$ cat src/rtl/core/fpf_pkg.sv
// Shared types and constants for the fingerprint command packet framer.
package fpf_pkg;

   // Largest payload (command code included) that a packet may announce.
   localparam int MAX_PAYLOAD = 64;
   // Default depth of the queue between front and back.
   localparam int QUEUE_DEPTH_DEFAULT = 4;

   localparam logic [7:0]  HEAD_HI    = 8'hEF;
   localparam logic [7:0]  HEAD_LO    = 8'h01;
   localparam logic [7:0]  CMD_FLAG   = 8'h01;
   localparam logic [31:0] ADDR_RESET = 32'hFFFF_FFFF;

   // Byte positions within one packet as the back end walks them.
   localparam int POS_W = 4;
   localparam logic [POS_W-1:0] POS_HEAD_HI = 4'd0;
   localparam logic [POS_W-1:0] POS_HEAD_LO = 4'd1;
   localparam logic [POS_W-1:0] POS_ADDR_3  = 4'd2;
   localparam logic [POS_W-1:0] POS_ADDR_2  = 4'd3;
   localparam logic [POS_W-1:0] POS_ADDR_1  = 4'd4;
   localparam logic [POS_W-1:0] POS_ADDR_0  = 4'd5;
   localparam logic [POS_W-1:0] POS_FLAG    = 4'd6;
   localparam logic [POS_W-1:0] POS_LEN_HI  = 4'd7;
   localparam logic [POS_W-1:0] POS_LEN_LO  = 4'd8;
   localparam logic [POS_W-1:0] POS_DATA    = 4'd9;
   localparam logic [POS_W-1:0] POS_SUM_HI  = 4'd10;
   localparam logic [POS_W-1:0] POS_SUM_LO  = 4'd11;

   typedef struct packed {
      logic [7:0] payload_byte;
      logic       first_of_packet;
      logic [6:0] payload_length;
   } req_type;

   typedef struct packed {
      logic [7:0] out_byte;
      logic       last_of_run;
      logic       packet_end;
   } rsp_type;

   // One classified item handed from front to back.
   typedef struct packed {
      logic        has_header;
      logic        has_checksum;
      logic [7:0]  data;
      logic [15:0] length;
      logic [15:0] checksum;
      logic [31:0] address;
   } job_type;

   typedef struct packed {
      logic full;
      logic empty;
   } queue_status_type;

endpackage

$ cat src/rtl/core/fpf_queue.sv
// Small FIFO of classified jobs between the front and back ends.
module fpf_queue import fpf_pkg::*; #(
   parameter int DEPTH = QUEUE_DEPTH_DEFAULT
) (
   input  logic              clock,
   input  logic              reset,
   input  logic              push,
   input  job_type           push_job,
   input  logic              pop,
   output job_type           head_job,
   output queue_status_type  q_status
);

   localparam int PTR_W = (DEPTH > 1) ? $clog2(DEPTH) : 1;
   localparam int CNT_W = $clog2(DEPTH + 1);

   job_type            mem [DEPTH];
   logic [PTR_W-1:0]   wr_ptr_ff, wr_ptr_in, rd_ptr_ff, rd_ptr_in;
   logic [CNT_W-1:0]   count_ff, count_in;

   function automatic logic [PTR_W-1:0] next_ptr(input logic [PTR_W-1:0] ptr);
      logic [PTR_W-1:0] nxt;
      if (ptr == PTR_W'(DEPTH - 1)) begin
         nxt = '0;
      end else begin
         nxt = ptr + PTR_W'(1);
      end
      return nxt;
   endfunction

   assign q_status.full  = (count_ff == CNT_W'(DEPTH));
   assign q_status.empty = (count_ff == '0);
   assign head_job       = mem[rd_ptr_ff];

   always_comb begin
      wr_ptr_in = push ? next_ptr(wr_ptr_ff) : wr_ptr_ff;
      rd_ptr_in = pop ? next_ptr(rd_ptr_ff) : rd_ptr_ff;
      count_in  = count_ff;
      if (push && !pop) begin
         count_in = count_ff + CNT_W'(1);
      end else if (pop && !push) begin
         count_in = count_ff - CNT_W'(1);
      end
   end

   always_ff @(posedge clock) begin
      if (push) begin
         mem[wr_ptr_ff] <= push_job;
      end
   end

   always_ff @(posedge clock) begin
      if (reset) begin
         wr_ptr_ff <= '0;
         rd_ptr_ff <= '0;
         count_ff  <= '0;
      end else begin
         wr_ptr_ff <= wr_ptr_in;
         rd_ptr_ff <= rd_ptr_in;
         count_ff  <= count_in;
      end
   end

endmodule

$ cat config.mk
export PLATFORM = sky130hd
export DESIGN_NAME = fpf_queue
export DESIGN_NICKNAME = d
export VERILOG_FILES = /design/src/rtl/core/fpf_pkg.sv /design/src/rtl/core/fpf_queue.sv
export SDC_FILE = /design/constraint.sdc
export NUM_CORES = 1
export LEC_CHECK = 0
export BUFFER_PORTS_ARGS = -buffer_cell sky130_fd_sc_hd__buf_4
export CAP_MARGIN = 20
export CORE_UTILIZATION = 30
export CTS_BUF_LIST = sky130_fd_sc_hd__clkbuf_16
export DETAILED_ROUTE_END_ITERATION = 16
export GPL_ROUTABILITY_DRIVEN = 1
export PLACE_DENSITY = 0.49
export SLEW_MARGIN = 20
export SYNTH_ARGS = -nofsm -noshare
export SYNTH_HDL_FRONTEND = slang
export SYNTH_SLANG_ARGS = --single-unit
$ cat constraint.sdc
create_clock -name clock -period 2.9 [get_ports clock]
set_input_delay 0.725 -clock clock [delete_from_list [all_inputs] [get_ports clock]]
set_output_delay 0.725 -clock clock [all_outputs]
set_load 0.005 [all_outputs]
# == Yosys cells after proc, flatten, opt, wreduce, memory -nomap -nowiden ==
# Memories as Yosys holds them, arrays and structs flattened. A register that Yosys moved wholly into a read port is not among the register bits.
# Index checks and enable logic that the tools add are counted.
# totals
memories,1
mem_bits_rw,296
out_inout_bits,76
register_bits,7
# classes
n_eq_ne,3
add_sub_neg,4
muxes,8
reduce_logical,6
# memory_table
memory,words,width,rd,rd_ports_with_merged_regs,wr,line,source
mem,4,74,1,1,1,fpf_queue.sv:17,job_type mem [DEPTH];
# ops
op,n
2-to-1 mux 2 bit,4
2-to-1 mux 3 bit,2
"adder 2 x 1 -> 2 bit, second input constant",2
"== test 2 bit, second input constant",2
"adder 3 x 1 -> 3 bit, second input constant",1
"== test 3 bit, second input constant",1
logical NOT 3 bit,1
"subtractor 3 x 1 -> 3 bit, second input constant",1
logical AND 1 bit,2
logical NOT 1 bit,2
2-to-1 mux 1 bit,2
nonzero test 2 bit,1

# == Depth between registers and ports, before layout ==
# depth
depth_word,4
mapped_depth,7
depth_no_buf,7

# == Worst setup path before layout ==
# OpenSTA, ideal clock, no wires.
# synth_path
path_kind,input to register
start,input port push
end,memory mem[0][0] (netlist bit) (enable)
path_slack_ns,0.006
t_arrival_ns,2.454
path_buffers,0
required_ns,2.460
setup_time_ns,0.440
stages,1
cell_sequence,and2_1
# synth_via
elab_chain_cells,2
# synth_lines
element,line,source
start: declaration,fpf_queue.sv:7,"input logic push,"
2-to-1 mux 1 bit,fpf_queue.sv:47,if (push) begin
2-to-1 mux 1 bit (implied by the code),fpf_queue.sv:48,mem[wr_ptr_ff] <= push_job;
end: declaration,fpf_queue.sv:17,
# Every way passes these cells.

==> results.yml <==
status:
  status: "finished clean"
clock_tree:
  htreeDepth: 1
  numClockSinks: 305
  cts.repair.resized: 0
  cts_root_buf: "clkbuf_16"
  clk_pin_slew_ns: 0.06
  clockBufferDepth: 3
  post-cts-setup-buffers: 0
  cts_hold_buf: 0
  cts_tree: "built"
  clk_latency_ns: 0.55
  cts_made_buffers: 31
setup_path:
  r2r_start: "wr_ptr_ff[0]"
  cp_max_fo: 44
  crit_type: "reg -> out"
  critical_path_required_ns: 2.17
  reg2reg_depth: 3
  cp-end-kind: "output pin"
  r2r_setup_slack_ns: 1.14
  crit_arrival_ns: 2.04
  regToRegEndpoint: "mem[1][28]"
  critPathLaunchType: "flop"
drt:
  first_pass_iters: 6
  wl_per_cell_um: 19.9
  ant_nets: 0
  drc: 0
  finalWirelength_um: 22000
  vias_per_cell: 4.55
  drt-initial-drc-count: 263
  vias: 5030
synth:
  ys_async_sr_fraction_pct: 0
  ys_types: 19
  synth_common_cells: "edfxtp_1 (296), mux4_2 (74), dfxtp_1 (9)"
  yosysMostFrequentCell: "edfxtp_1"
  synth_area_leaders: "edfxtp_1 (80%), mux4_2 (15%), dfxtp_1 (1.6%)"
  synth_seq_area_share_pct: 81.5
  avgSynthCellArea_um2: 25.9
  synth_edf_count: 296
  ys_seq_elements: 305
  synth_ff_type: "edfxtp_1"
  yosysTopAreaCell: "edfxtp_1"
  yosysWarnings: 0
  syn_nets: 515
  synth_top_area_share_pct: 79.9
  synthCells: 430
  syn_area_um2: 11100
finish:
  final_cells: 1105
  area_growth_pct: 24.3
  diodes: 0
  drive_gt1_share_pct: 44.1
  fill_cells: 3300
  fin_nets: 701
placed_design:
  port_buffers: 153
  gp_congestion: 0.693
  place_ws_ns: 0.628
  placed_cells: 1051
  dp_hpwl_um: 13400
power:
  seqPwrFrac_pct: 54.4
  power_mw: 9.38
  switchingPower_mw: 1.94
  power.share.clock_pct: 36.0
  p_comb_share_pct: 9.6
  intPower_mw: 7.43
  swShare_pct: 20.7
  vdd_drop_max_mv: 0.458
  powerDensity_nw_per_um2: 678
  leakagePower_nw: 4.65
die:
  die_area_um2: 37800
  fp.coreArea_um2: 36500
  die_x_um: 195
  ioPinCount: 154
  start_util_pct: 30.4
  fp.dieH_um: 195
  row_count: 70
grt:
  track_usage_pct: 11.8
  grt-ovfl-total: 0
  grt_max_degree: 45
  grt_pass1_wl_um: 33600
  antenna_found_initial: 0
  first_global_vias: 5544
worst_hold_path:
  min_path_type: "in -> reg"
  hold_depth: 1
  worstHoldEndpoint: "mem[0][22]"
  min_from: "push_job[22]"
timing:
  clock.fmax_mhz: 362
  finalSetupViolations: 0
  hold_viol: 0
  rsz0062_at_grt: "false"
  tightest_slew_ns: 0.586
  post-route-min-period_ns: 2.76
  tns_ns: 0
  timing.final.crit_share_pct: 95.3
  skew_ns: 0.0139
  fin_ws_ns: 0.135
  slew-limit-headroom_pct: 60.9
  hold_slack_ns: 0.372
  finalMaxSlewViolations: 0
flow_run:
  maxCapViolCount: 0
[layer usage]
layer	part of all wire, %	wire, µm	global-route usage, %	vias up
met5	0	0	0	-
met4	1.7	377	3.41	0
met3	5.3	1160	2.62	28
met2	51	11100	19.9	132
met1	42	9350	15.1	2652
li1	-	-	-	2218
[cells by family after synthesis]
| group | after synthesis | share of synthesized area (%) |
|---|---|---|
| AND/OR/NAND/NOR | 15 | 0.698 |
| XOR/XNOR | 2 | 0.158 |
| AO/OA/AOI/OAI | 3 | 0.135 |
| buffers and inverters | 20 | 1.26 |
| adder cells (fa/ha/maj) | 7 | 0.855 |
| multiplexers | 78 | 15.3 |
| flip-flops | 305 | 81.5 |
[final cells by class]
cell class,instances,area [µm²],share of cell area [%]
inverter,4,15.0,0.109
multi-input combinational,105,1920,13.9
clock buffer,31,776,5.61
timing repair buffer,169,1360,9.82
clock inverter,23,87.6,0.634
sequential,305,9080,65.7
tap,468,586,4.24
[how the worst max path moves through the flow]
| stage | endpoint | slack (ns) |
|---|---|---|
| after global placement | head_job[3] | 0.67 |
| after CTS | head_job[3] | 0.06 |
| final | head_job[3] | 0.14 |
| after global routing | head_job[3] | 0.01 |
| after detailed placement | count_ff[2] | 0.63 |
| after floorplan | mem[0][0] | 0.006 |
[cell usage in the layout (no fill, tap or decap)]
master	count
buf_12	7
buf_4	162
mux2i_1	4
clkinv_1	9
dfxtp_1	7
nor2_1	7
nor3b_1	2
inv_1	17
dfxtp_4	2
nor3_1	1
mux4_2	74
o21ai_0	1
fa_1	1
or3_1	1
clkinv_2	1
edfxtp_1	296
ha_1	6
xor2_1	2
a21oi_1	2
and2_4	4
clkbuf_16	31
[flip-flops by register name (all words and copies together), names as in the netlist, named ones only]
signal and flops:
wr_ptr_ff 2, mem 296, count_ff 3, rd_ptr_ff 2
[worst max-delay path, stage by stage (launching register included)]
cell and delay [ns]:
dfxtp_4 0.37, buf_12 0.32, mux4_2 0.59, buf_4 0.16
[per-stage QoR]
step	area, µm²	util, %
2_1_floorplan	11100	-
3_3_place_gp	13000	35.5
3_5_place_dp	13000	35.5
4_1_cts	13800	37.8
5_1_grt	13800	37.8
6_report	13800	37.8
[power groups by stage]
stage	clock, mW	combinational (mW)	sequential [mW]
finish	3.38	0.900	5.10
global route	3.67	0.981	5.11
CTS	3.51	0.934	5.10
detailed placement	0	0.932	5.19
global placement	0	0.913	5.18
floorplan	0	0.425	5.19
No activity file was read; power rests on OpenSTA's default activity.
