### config.mk
export PLATFORM = sky130hd
export DESIGN_NAME = fpf_back_flat
export DESIGN_NICKNAME = d
export VERILOG_FILES = /design/src/rtl/core/fpf_pkg.sv /design/src/rtl/core/fpf_chan_if.sv /design/src/rtl/core/fpf_back.sv /design/src/flat_wrapper.sv
export SDC_FILE = /design/constraint.sdc
export NUM_CORES = 1
export LEC_CHECK = 0
export BUFFER_PORTS_ARGS = -buffer_cell sky130_fd_sc_hd__buf_4
export CAP_MARGIN = 20
export CORE_MARGIN = 1
export CORE_UTILIZATION = 23
export CTS_CLUSTER_SIZE = 8
export DETAILED_ROUTE_END_ITERATION = 7
export PLACE_DENSITY = 0.83
export SLEW_MARGIN = 15
export SYNTH_ARGS = -nofsm -noshare
export SYNTH_HDL_FRONTEND = slang
export SYNTH_SLANG_ARGS = --single-unit
### constraint.sdc
create_clock -name clock -period 2.7 [get_ports clock]
set_input_delay 0 -clock clock [delete_from_list [all_inputs] [get_ports clock]]
set_output_delay 0 -clock clock [all_outputs]
set_load 0.01 [all_outputs]
### src/rtl/core/fpf_pkg.sv
// Shared types and constants for the fingerprint command packet framer.
package fpf_pkg;

   // Largest payload (command code included) that a packet may announce.
   localparam int MAX_PAYLOAD = 64;
   // Default depth of the queue between front and back.
   localparam int QUEUE_DEPTH_DEFAULT = 4;

   localparam logic [7:0]  HEAD_HI    = 8'hEF;
   localparam logic [7:0]  HEAD_LO    = 8'h01;
   localparam logic [7:0]  CMD_FLAG   = 8'h01;
   localparam logic [31:0] ADDR_RESET = 32'hFFFF_FFFF;

   // Byte positions within one packet as the back end walks them.
   localparam int POS_W = 4;
   localparam logic [POS_W-1:0] POS_HEAD_HI = 4'd0;
   localparam logic [POS_W-1:0] POS_HEAD_LO = 4'd1;
   localparam logic [POS_W-1:0] POS_ADDR_3  = 4'd2;
   localparam logic [POS_W-1:0] POS_ADDR_2  = 4'd3;
   localparam logic [POS_W-1:0] POS_ADDR_1  = 4'd4;
   localparam logic [POS_W-1:0] POS_ADDR_0  = 4'd5;
   localparam logic [POS_W-1:0] POS_FLAG    = 4'd6;
   localparam logic [POS_W-1:0] POS_LEN_HI  = 4'd7;
   localparam logic [POS_W-1:0] POS_LEN_LO  = 4'd8;
   localparam logic [POS_W-1:0] POS_DATA    = 4'd9;
   localparam logic [POS_W-1:0] POS_SUM_HI  = 4'd10;
   localparam logic [POS_W-1:0] POS_SUM_LO  = 4'd11;

   typedef struct packed {
      logic [7:0] payload_byte;
      logic       first_of_packet;
      logic [6:0] payload_length;
   } req_type;

   typedef struct packed {
      logic [7:0] out_byte;
      logic       last_of_run;
      logic       packet_end;
   } rsp_type;

   // One classified item handed from front to back.
   typedef struct packed {
      logic        has_header;
      logic        has_checksum;
      logic [7:0]  data;
      logic [15:0] length;
      logic [15:0] checksum;
      logic [31:0] address;
   } job_type;

   typedef struct packed {
      logic full;
      logic empty;
   } queue_status_type;

endpackage

### src/rtl/core/fpf_chan_if.sv
// Valid/ready channel interface carrying one payload word per handshake.
interface fpf_chan_if #(parameter type payload_type = logic);
   logic        valid;
   logic        ready;
   payload_type payload;

   modport source (output valid, output payload, input ready);
   modport sink   (input valid, input payload, output ready);
endinterface

### src/rtl/core/fpf_back.sv
// Back end: walks each job's bytes into a registered output stage.
module fpf_back import fpf_pkg::*; (
   input  logic              clock,
   input  logic              reset,
   input  job_type           head_job,
   input  queue_status_type  q_status,
   output logic              pop,
   fpf_chan_if.source        rsp_chan
);

   logic             active_ff, active_in;
   logic [POS_W-1:0] pos_ff, pos_in;
   logic             rsp_valid_ff, rsp_valid_in;
   rsp_type          rsp_data_ff;

   logic             out_free, emit, last;
   logic [POS_W-1:0] pos, end_pos;
   rsp_type          next_rsp;

   assign out_free = !rsp_valid_ff || rsp_chan.ready;
   assign emit     = out_free && !q_status.empty;
   assign pos      = active_ff ? pos_ff : (head_job.has_header ? POS_HEAD_HI : POS_DATA);
   assign end_pos  = head_job.has_checksum ? POS_SUM_LO : POS_DATA;
   assign last     = (pos == end_pos);
   assign pop      = emit && last;

   always_comb begin
      next_rsp.out_byte = head_job.data;
      unique case (pos)
         POS_HEAD_HI: next_rsp.out_byte = HEAD_HI;
         POS_HEAD_LO: next_rsp.out_byte = HEAD_LO;
         POS_ADDR_3:  next_rsp.out_byte = head_job.address[31:24];
         POS_ADDR_2:  next_rsp.out_byte = head_job.address[23:16];
         POS_ADDR_1:  next_rsp.out_byte = head_job.address[15:8];
         POS_ADDR_0:  next_rsp.out_byte = head_job.address[7:0];
         POS_FLAG:    next_rsp.out_byte = CMD_FLAG;
         POS_LEN_HI:  next_rsp.out_byte = head_job.length[15:8];
         POS_LEN_LO:  next_rsp.out_byte = head_job.length[7:0];
         POS_DATA:    next_rsp.out_byte = head_job.data;
         POS_SUM_HI:  next_rsp.out_byte = head_job.checksum[15:8];
         POS_SUM_LO:  next_rsp.out_byte = head_job.checksum[7:0];
         default:     next_rsp.out_byte = head_job.data;
      endcase
      next_rsp.last_of_run = last;
      next_rsp.packet_end  = (pos == POS_SUM_LO);
   end

   always_comb begin
      active_in    = active_ff;
      pos_in       = pos_ff;
      rsp_valid_in = rsp_valid_ff;
      if (emit) begin
         active_in    = !last;
         pos_in       = pos + POS_W'(1);
         rsp_valid_in = 1'b1;
      end else if (rsp_chan.ready) begin
         rsp_valid_in = 1'b0;
      end
   end

   always_ff @(posedge clock) begin
      if (emit) begin
         rsp_data_ff <= next_rsp;
      end
   end

   always_ff @(posedge clock) begin
      if (reset) begin
         active_ff    <= 1'b0;
         pos_ff       <= '0;
         rsp_valid_ff <= 1'b0;
      end else begin
         active_ff    <= active_in;
         pos_ff       <= pos_in;
         rsp_valid_ff <= rsp_valid_in;
      end
   end

   assign rsp_chan.valid   = rsp_valid_ff;
   assign rsp_chan.payload = rsp_data_ff;

endmodule

### src/flat_wrapper.sv
// flat-port wrapper written by rule: the top's interface ports become plain ports
module fpf_back_flat import fpf_pkg::*;
  (clock, reset, head_job, q_status, pop, rsp_chan_valid, rsp_chan_payload, rsp_chan_ready);
  fpf_chan_if rsp_chan_i ();
  input  logic clock;
  input  logic reset;
  input  job_type head_job;
  input  queue_status_type q_status;
  output logic pop;
  output wire logic [$bits(rsp_chan_i.valid)-1:0] rsp_chan_valid;
  output wire logic [$bits(rsp_chan_i.payload)-1:0] rsp_chan_payload;
  input wire logic [$bits(rsp_chan_i.ready)-1:0] rsp_chan_ready;
  assign rsp_chan_valid = rsp_chan_i.valid;
  assign rsp_chan_payload = rsp_chan_i.payload;
  assign rsp_chan_i.ready = rsp_chan_ready;
  fpf_back u_core (.clock(clock), .reset(reset), .head_job(head_job), .q_status(q_status), .pop(pop), .rsp_chan(rsp_chan_i));
endmodule
After elaboration in Yosys (flattened, before gate mapping)
Cells that the tools add are included.
{"block": "word_totals", "regBits": 7, "output_inout_bits": 3, "wordCells": 19, "in_bits": 79}
{"block": "op_classes", "eq_ne": 2, "muxes": 5, "add_sub_neg": 1, "n_reduce_logical": 7}
{"cell": "$mux W4", "count": 2}
{"cell": "$add A4 B1 Y4 const B", "count": 1}
{"cell": "$eq A4 B4 Y1", "count": 1}
{"cell": "$eq A4 B4 Y1 const B", "count": 1}
{"cell": "$logic_not A1 Y1", "count": 3}
{"cell": "$logic_and A1 B1 Y1", "count": 2}
{"cell": "$mux W1", "count": 2}
{"cell": "$mux W2", "count": 1}
{"cell": "$reduce_bool A2 Y1", "count": 1}
{"cell": "$logic_or A1 B1 Y1", "count": 1}

Longest topological paths before layout
Gate-level depths: netlist of the first run.
{"block": "logic_depth", "ltp_word": 4, "mapped_depth": 5, "mapped_depth_nobuf": 5}

Worst setup path after synthesis of the first run
OpenSTA, ideal clock, no wires.
{"block": "synth_timing", "path_kind": "reg-to-reg", "startpoint": "register u_core.active_ff", "endpoint": "register u_core.active_ff", "setup_ns": 0.139, "slack_ns": 1.583, "path_buffers": 0, "stages_incl_launch_ff": 5, "arrival_ns": 0.978, "synth_period_minus_slack_ns": 1.117, "t_required_ns": 2.561, "path_cell_list": "dfxtp_1 > nor3_1 > a41oi_2 > nor3_1 > a2111oi_2"}
{"block": "synth_between", "elab_chain_len": 3}
{"item": "start, declared", "line": "fpf_back.sv:11", "rtl": "logic active_ff, active_in;"}
{"item": "start signal, assigned", "line": "fpf_back.sv:73", "rtl": "active_ff <= active_in;"}
{"item": "$mux W4", "line": "fpf_back.sv:22", "rtl": "assign pos = active_ff ? pos_ff : (head_job.has_header ? POS_HEAD_HI : POS_DATA);"}
{"item": "$eq A4 B4 Y1", "line": "fpf_back.sv:24", "rtl": "assign last = (pos == end_pos);"}
{"item": "$logic_not A1 Y1", "line": "fpf_back.sv:53", "rtl": "active_in = !last;"}
Every way passes these cells.
A chain may end at the register's enable or synchronous reset.

Worst setup path after layout of the first run
{"block": "layout_timing", "startpoint": "register u_core.active_ff", "endpoint": "output pop"}
{"block": "layout_between", "elab_chain_len": 3}
{"item": "$mux W4", "line": "fpf_back.sv:22"}
{"item": "$eq A4 B4 Y1", "line": "fpf_back.sv:24"}
{"item": "$logic_and A1 B1 Y1", "line": "fpf_back.sv:25", "rtl": "assign pop = emit && last;"}
{"item": "end, declared", "line": "flat_wrapper.sv:9", "rtl": "output logic pop;"}
Every way passes these cells.

==> results of run 1 <==
## stage by stage
stage | power (W) | utilization, % | worst slack, ns | hold WS (ns)
2_1_floorplan | 0.000143 | - | 1.58 | 0.0689
3_3_place_gp | 0.000158 | 32.0 | 1.51 | 0.180
3_5_place_dp | 0.000159 | 32.0 | 1.48 | 0.192
4_1_cts | 0.000261 | 36.1 | 1.30 | 0.114
5_1_grt | 0.000272 | 36.1 | 1.17 | 0.147
6_report | 0.000256 | 36.1 | 1.30 | 0.127
## registers in the layout, summed over array words and instances, names as in the netlist
register                 count
u_core.pos_ff                4
u_core.rsp_chan.payload      1
u_core.rsp_chan.valid        1
u_core.active_ff             1
## metal layers
metal,vias up,global-route usage [%],part of all wire [%]
met5,-,0,0
met2,13,15.9,51
met3,0,1.30,4.7
met4,0,3.87,0
met1,165,12.1,44
li1,180,-,-
## cell type report
type	count	share of cell area, %
clock buffer	4	5.33
inverter	3	2.28
multi-input combinational	32	39.8
sequential	7	30.5
tap	15	3.81
timing repair buffer	11	18.3
## cells in the mapped netlist, drive strengths merged
cell type	number
and2	2
edfxtp	1
nor2b	1
inv	3
xnor2	1
nand3	1
nor3	5
a21o	1
nor3b	1
nor2	4
a21oi	5
nand2	2
a2111oi	1
nand2b	2
a41oi	1
dfxtp	6
o21ai	5
## worst min-delay path, stage by stage
cell and delay, ns:
buf_4 0.09, nor2_1 0.04, o21ai_1 0.13, a21oi_1 0.06
## power breakdown
part	internal, W	switching, W	leakage [nW]
logic	0.0000215	0.0000198	0.112
clock network	0.0000564	0.0000387	0.0150
registers	0.000112	0.00000747	0.0595
total	0.000190	0.0000660	0.187
## worst paths after layout
check / start / endpoint / slack (ns) / depth (start not counted)
worst max-delay path: u_core.active_ff / pop / 1.30 / 4
worst min-delay path: head_job[73] / u_core.pos_ff[1] / 0.13 / 4
worst max register to register: u_core.active_ff / u_core.active_ff / 1.47 / 4
worst min register to register: u_core.pos_ff[3] / u_core.pos_ff[3] / 0.54 / 2
## cells in the final DEF (no fill, tap or decap), drive strengths merged
| master | n |
|---|---|
| nor2b | 1 |
| nor3b | 1 |
| clkbuf | 4 |
| a21oi | 5 |
| nand2 | 2 |
| and2 | 2 |
| a2111oi | 1 |
| buf | 8 |
| dfxtp | 6 |
| o21ai | 5 |
| dlygate4sd3 | 3 |
| inv | 3 |
| nor2 | 4 |
| a21o | 1 |
| edfxtp | 1 |
| xnor2 | 1 |
| nand2b | 2 |
| a41oi | 1 |
| nor3 | 5 |
| nand3 | 1 |
## cells by family after synthesis
logic type	count (synthesis)	share of synthesized area (%)
simple gates	18	27.6
compound gates	13	24.8
flops	7	42.0
buf+inv	3	3.15
xor+xnor	1	2.45
## timing repair
item                      4_1_cts  5_1_grt
buffers inserted                0        0
hold endpoints to repair        6        0
hold buffers                    3        0
==> metrics, run 1 <==
CTS tree built; Sequential Area 150 sq um; RSZ-0062 raised after global routing false; Syn Nets 121; Slew @ Worst Pin 0.360 ns; die area 1720 sq um; Area Overhead vs Synth 37.8%; vias in the first global route 327; first-pass GRT wire length 1.30 mm; Worst Hold Class input pin to flip-flop; Gate Count Post-Synth 42; Non-Filler Instances 72; Max Slew Vio Count 0; Synth top area share 33.6%; DR iter-0 viols 4; GRT Total Usage 9.48%; Routed wire per std cell 10.8 um; Initial Utilization 26.2%; cell area after layout 493 sq um; layout cells sized above 1 29.8%; crit-path max FO 7; Via density 4.97; crit path kind flip-flop to output pin; clk slew on worst S/H paths 0.06 ns; CTS buffer count 3; post-synth top area cell dfxtp_1; Final Hold Vio Count 0; worst skew pair latency 0.24 ns; DPL Wire Length 559 um; core box area 1370 sq um; Syn Area/Cell 8.52 sq um; Peak Freq 712 MHz; Vias 358; CTS resizes 0; Final min period 1.40 ns; Final Wtd Congestion 0.792; Layout Nets 137; Ys Warns 0; CTS root buf clkbuf_4; DIE WIDTH 41.4 um; Placed Instance Area 437 sq um; Chip Height 41.4 um; WP data required 2.70 ns; H-tree depth 1; ant diodes 0; global route total overflow 0; critical path's most frequent cell nor3_1; Critical Path AT 1.40 ns; Max Cap Violations 0; I/O pin total 82; worst clock skew 0.00136 ns; synthesized area 358 sq um; setup violators final 0; Port-buffer cells 8; Peak supply drop 233 uV; DR pass1 iterations 4; DRC Markers 0; Critical Path Source Type flip-flop; Leak 0.187 nW; placed instance count 65; Worst Setup End Kind output pin; sequential-to-total area share from yosys stat 42.0%; Antenna Nets Post-Route 0; initial antenna violation count 0; Area contributors post-synth dfxtp_1 34%, edfxtp_1 8.4%, a21oi_1 7.0%; Largest stage delay, worst path 0.37 ns; slew margin rel. 75.8%; pin count of the biggest net entering global routing 9; slowest CP cell dfxtp_1; Final Cycle Share 52.0%; number of core rows 13; Netlist cell types 20; Top delay family on crit path simple AND/OR/NAND/NOR gates; Fillers 148; multi-input combinational cell area 196 sq um; cells along the critical path nor3_1 -> a41oi_2 -> nor3_1 -> buf_4; maximum clock path buffer count 2; routed wire length 781 um; post-synthesis sequential element count 7; Clock Sinks 7; crit path buf inv count 1; status finished, final reports clean; Sum Neg Setup Slack 0 ns; PwrDens 519 nW/um^2
Power figures use the tool's default switching activity.
==> inputs of run 2 (changes only) <==
CORE_UTILIZATION = 20   (was 23)
PLACE_DENSITY = 0.77   (was 0.83)
clock period = 1.2 ns   (was 2.7 ns; I/O delays follow)
==> metrics, run 2 (same netlist as run 1, synthesis figures left out) <==
Worst Setup End Kind output pin; Leak 0.209 nW (+12%); multi-input combinational cell area 214 sq um (+8.9%); worst clock skew 0.00250 ns (+0.00113 ns); Port-buffer cells 8 (unchanged); ant diodes 0 (unchanged); max reg flops 4 (unchanged); vias in the first global route 364 (+11%); CTS tree built; cells along the critical path buf_6 -> nor2b_4 -> a21o_1 -> nor3_2 -> buf_4; Critical Path AT 1.25 ns (-0.15 ns); Max Cap Violations 0 (unchanged); die area 1960 sq um (+14%); crit path buf inv count 2 (+1); slowest CP cell dfxtp_2; Met3 Wirelength 53 um (+43%); Worst Setup Slack, final -0.0519 ns (-1.35 ns); Peak Freq 799 MHz; setup violators final 1 (+1); RSZ-0062 raised after global routing true; DR pass1 iterations 4 (unchanged); layout cells sized above 1 45.0% (+15 points); clk slew on worst S/H paths 0.05 ns (about the same); # hold bufs at CTS 2 (-1); highest metal used met4; CTS root buf clkbuf_4; Max Slew Vio Count 0 (unchanged); first-pass GRT wire length 1.37 mm (+5.3%); Antenna Nets Post-Route 0 (unchanged); Top delay family on crit path flip-flops; WHS Path Cells 2 (-2); Vias 366 (+2.2%); DR iter-0 viols 4 (unchanged); Initial Utilization 22.4% (-3.7 points); worst skew pair latency 0.26 ns (+0.02 ns); Final Cycle Share 104%; PwrDens 1120 nW/um^2 (+120%); Sequential Area 153 sq um (+1.7%); number of core rows 14 (+1); core box area 1590 sq um (+17%); WP data required 1.20 ns (-1.50 ns); pin count of the biggest net entering global routing 9 (unchanged); failing checks hold timing, setup timing; Hold Slack -0.0768 ns (-0.204 ns); Fillers 169 (+14%); commonest non-fill, non-tap cell in the layout buf_4; slew margin rel. 84.2% (+8.4 points); Routed wire per std cell 9.87 um (-9.0%); DPL Wire Length 564 um (+0.97%); global route total overflow 0 (unchanged); Register-to-Register Path Depth 4 (unchanged); crit-path max FO 5 (-2); maximum clock path buffer count 2 (unchanged); Final min period 1.25 ns; Worst Hold Class input pin to flip-flop; Layout Nets 140 (+2.2%); CTS buffer count 3 (unchanged); Final Hold Vio Count 1 (+1); largest register by flop count u_core.pos_ff; Clock Sinks 7 (unchanged); GRT Total Usage 9.54% (+0.059 points); met1 wire length 383 um (+10%); worst hold start q_status[0]; FF-to-FF setup slack 0.09 ns (-1.38 ns); Area Overhead vs Synth 52.4%; DRC Markers 0 (unchanged); Peak supply drop 505 uV (+120%); routed wire length 829 um (+6.1%); most frequent cells in the layout 12 x buf_4, 5 x a21oi_1, 4 x nor2_1, 4 x dfxtp_1; DIE WIDTH 44.3 um (+6.9%); reg2reg start u_core.active_ff; H-tree depth 1 (unchanged); status finished, violations left; Hold EP u_core.rsp_chan.valid; r2r endpoint u_core.active_ff; I/O pin total 82 (unchanged); Final Wtd Congestion 0.887 (+12%); Chip Height 44.3 um (+6.9%); crit path kind flip-flop to output pin; initial antenna violation count 0 (unchanged); Sum Neg Setup Slack -0.0519 ns (-0.0519 ns); Via density 4.36 (-12%); Slew @ Worst Pin 0.236 ns (-0.124 ns); met2 wire len 380 um (-4.0%); Critical Path Source Type flip-flop; Largest stage delay, worst path 0.33 ns (-0.04 ns)
==> run 2: power by group <==
group	switching, W	internal (W)	total, W
Combinational	0.0000549	0.0000653	0.000120
Clock	0.0000955	0.000127	0.000223
Sequential	0.0000137	0.000253	0.000266
Total	0.000164	0.000445	0.000609
==> run 2: what timing repair did <==
item,CTS,global route
gates cloned,0,0
pin swaps,1,4
setup endpoints to repair,1,3
gates resized for setup,4,3
hold endpoints to repair,6,1
buffers inserted,2,0
==> run 2: worst max path at each step <==
stage / from / endpoint / slack (ns) / cells past startpoint
after floorplan: u_core.active_ff / u_core.active_ff / 0.08 / 4
after global placement: u_core.pos_ff[1] / u_core.active_ff / 0.09 / 4
after detailed placement: u_core.pos_ff[1] / u_core.active_ff / 0.09 / 4
after CTS: u_core.active_ff / pop / -0.1 / 5
after global routing: u_core.active_ff / pop / -0.10 / 4
final: u_core.active_ff / pop / -0.05 / 5
==> run 2: worst register-to-register path: cells and delay by family (launching register included) <==
| family | cells | cell delay (ns) |
|---|---|---|
| DFF | 1 | 0.33 |
| and+or+nand+nor | 1 | 0.08 |
| buffers and inverters | 1 | 0.13 |
| AOI/OAI and AO/OA | 2 | 0.47 |
==> run 2: metal layers <==
metal  vias up  GRT usage (%)
li1        185              -
met1       164           11.5
met2        15           14.7
met3         2           3.27
met4         0           5.45
met5         -              0
==> run 2: per-stage QoR <==
| step | utilization, % | std cells | total power, W | setup slack, ns | area (sq um) |
|---|---|---|---|---|---|
| finish | 34.2 | 84 | 0.000609 | -0.0519 | 546 |
| global route | 34.2 | 84 | 0.000652 | -0.105 | 546 |
| CTS | 34.1 | 85 | 0.000613 | -0.0990 | 544 |
| detailed placement | 29.5 | 77 | 0.000368 | 0.0893 | 470 |
| global placement | 29.5 | 77 | 0.000365 | 0.0937 | 470 |
| floorplan | - | 42 | 0.000322 | 0.0829 | 358 |
==> run 2: layout make-up <==
cell class	instances	share of cell area, %
well taps	24	5.50
repair buffers	14	20.4
flip-flops and latches	7	28.0
inverters	3	2.06
clock buffers	4	4.82
multi-input cells	32	39.2
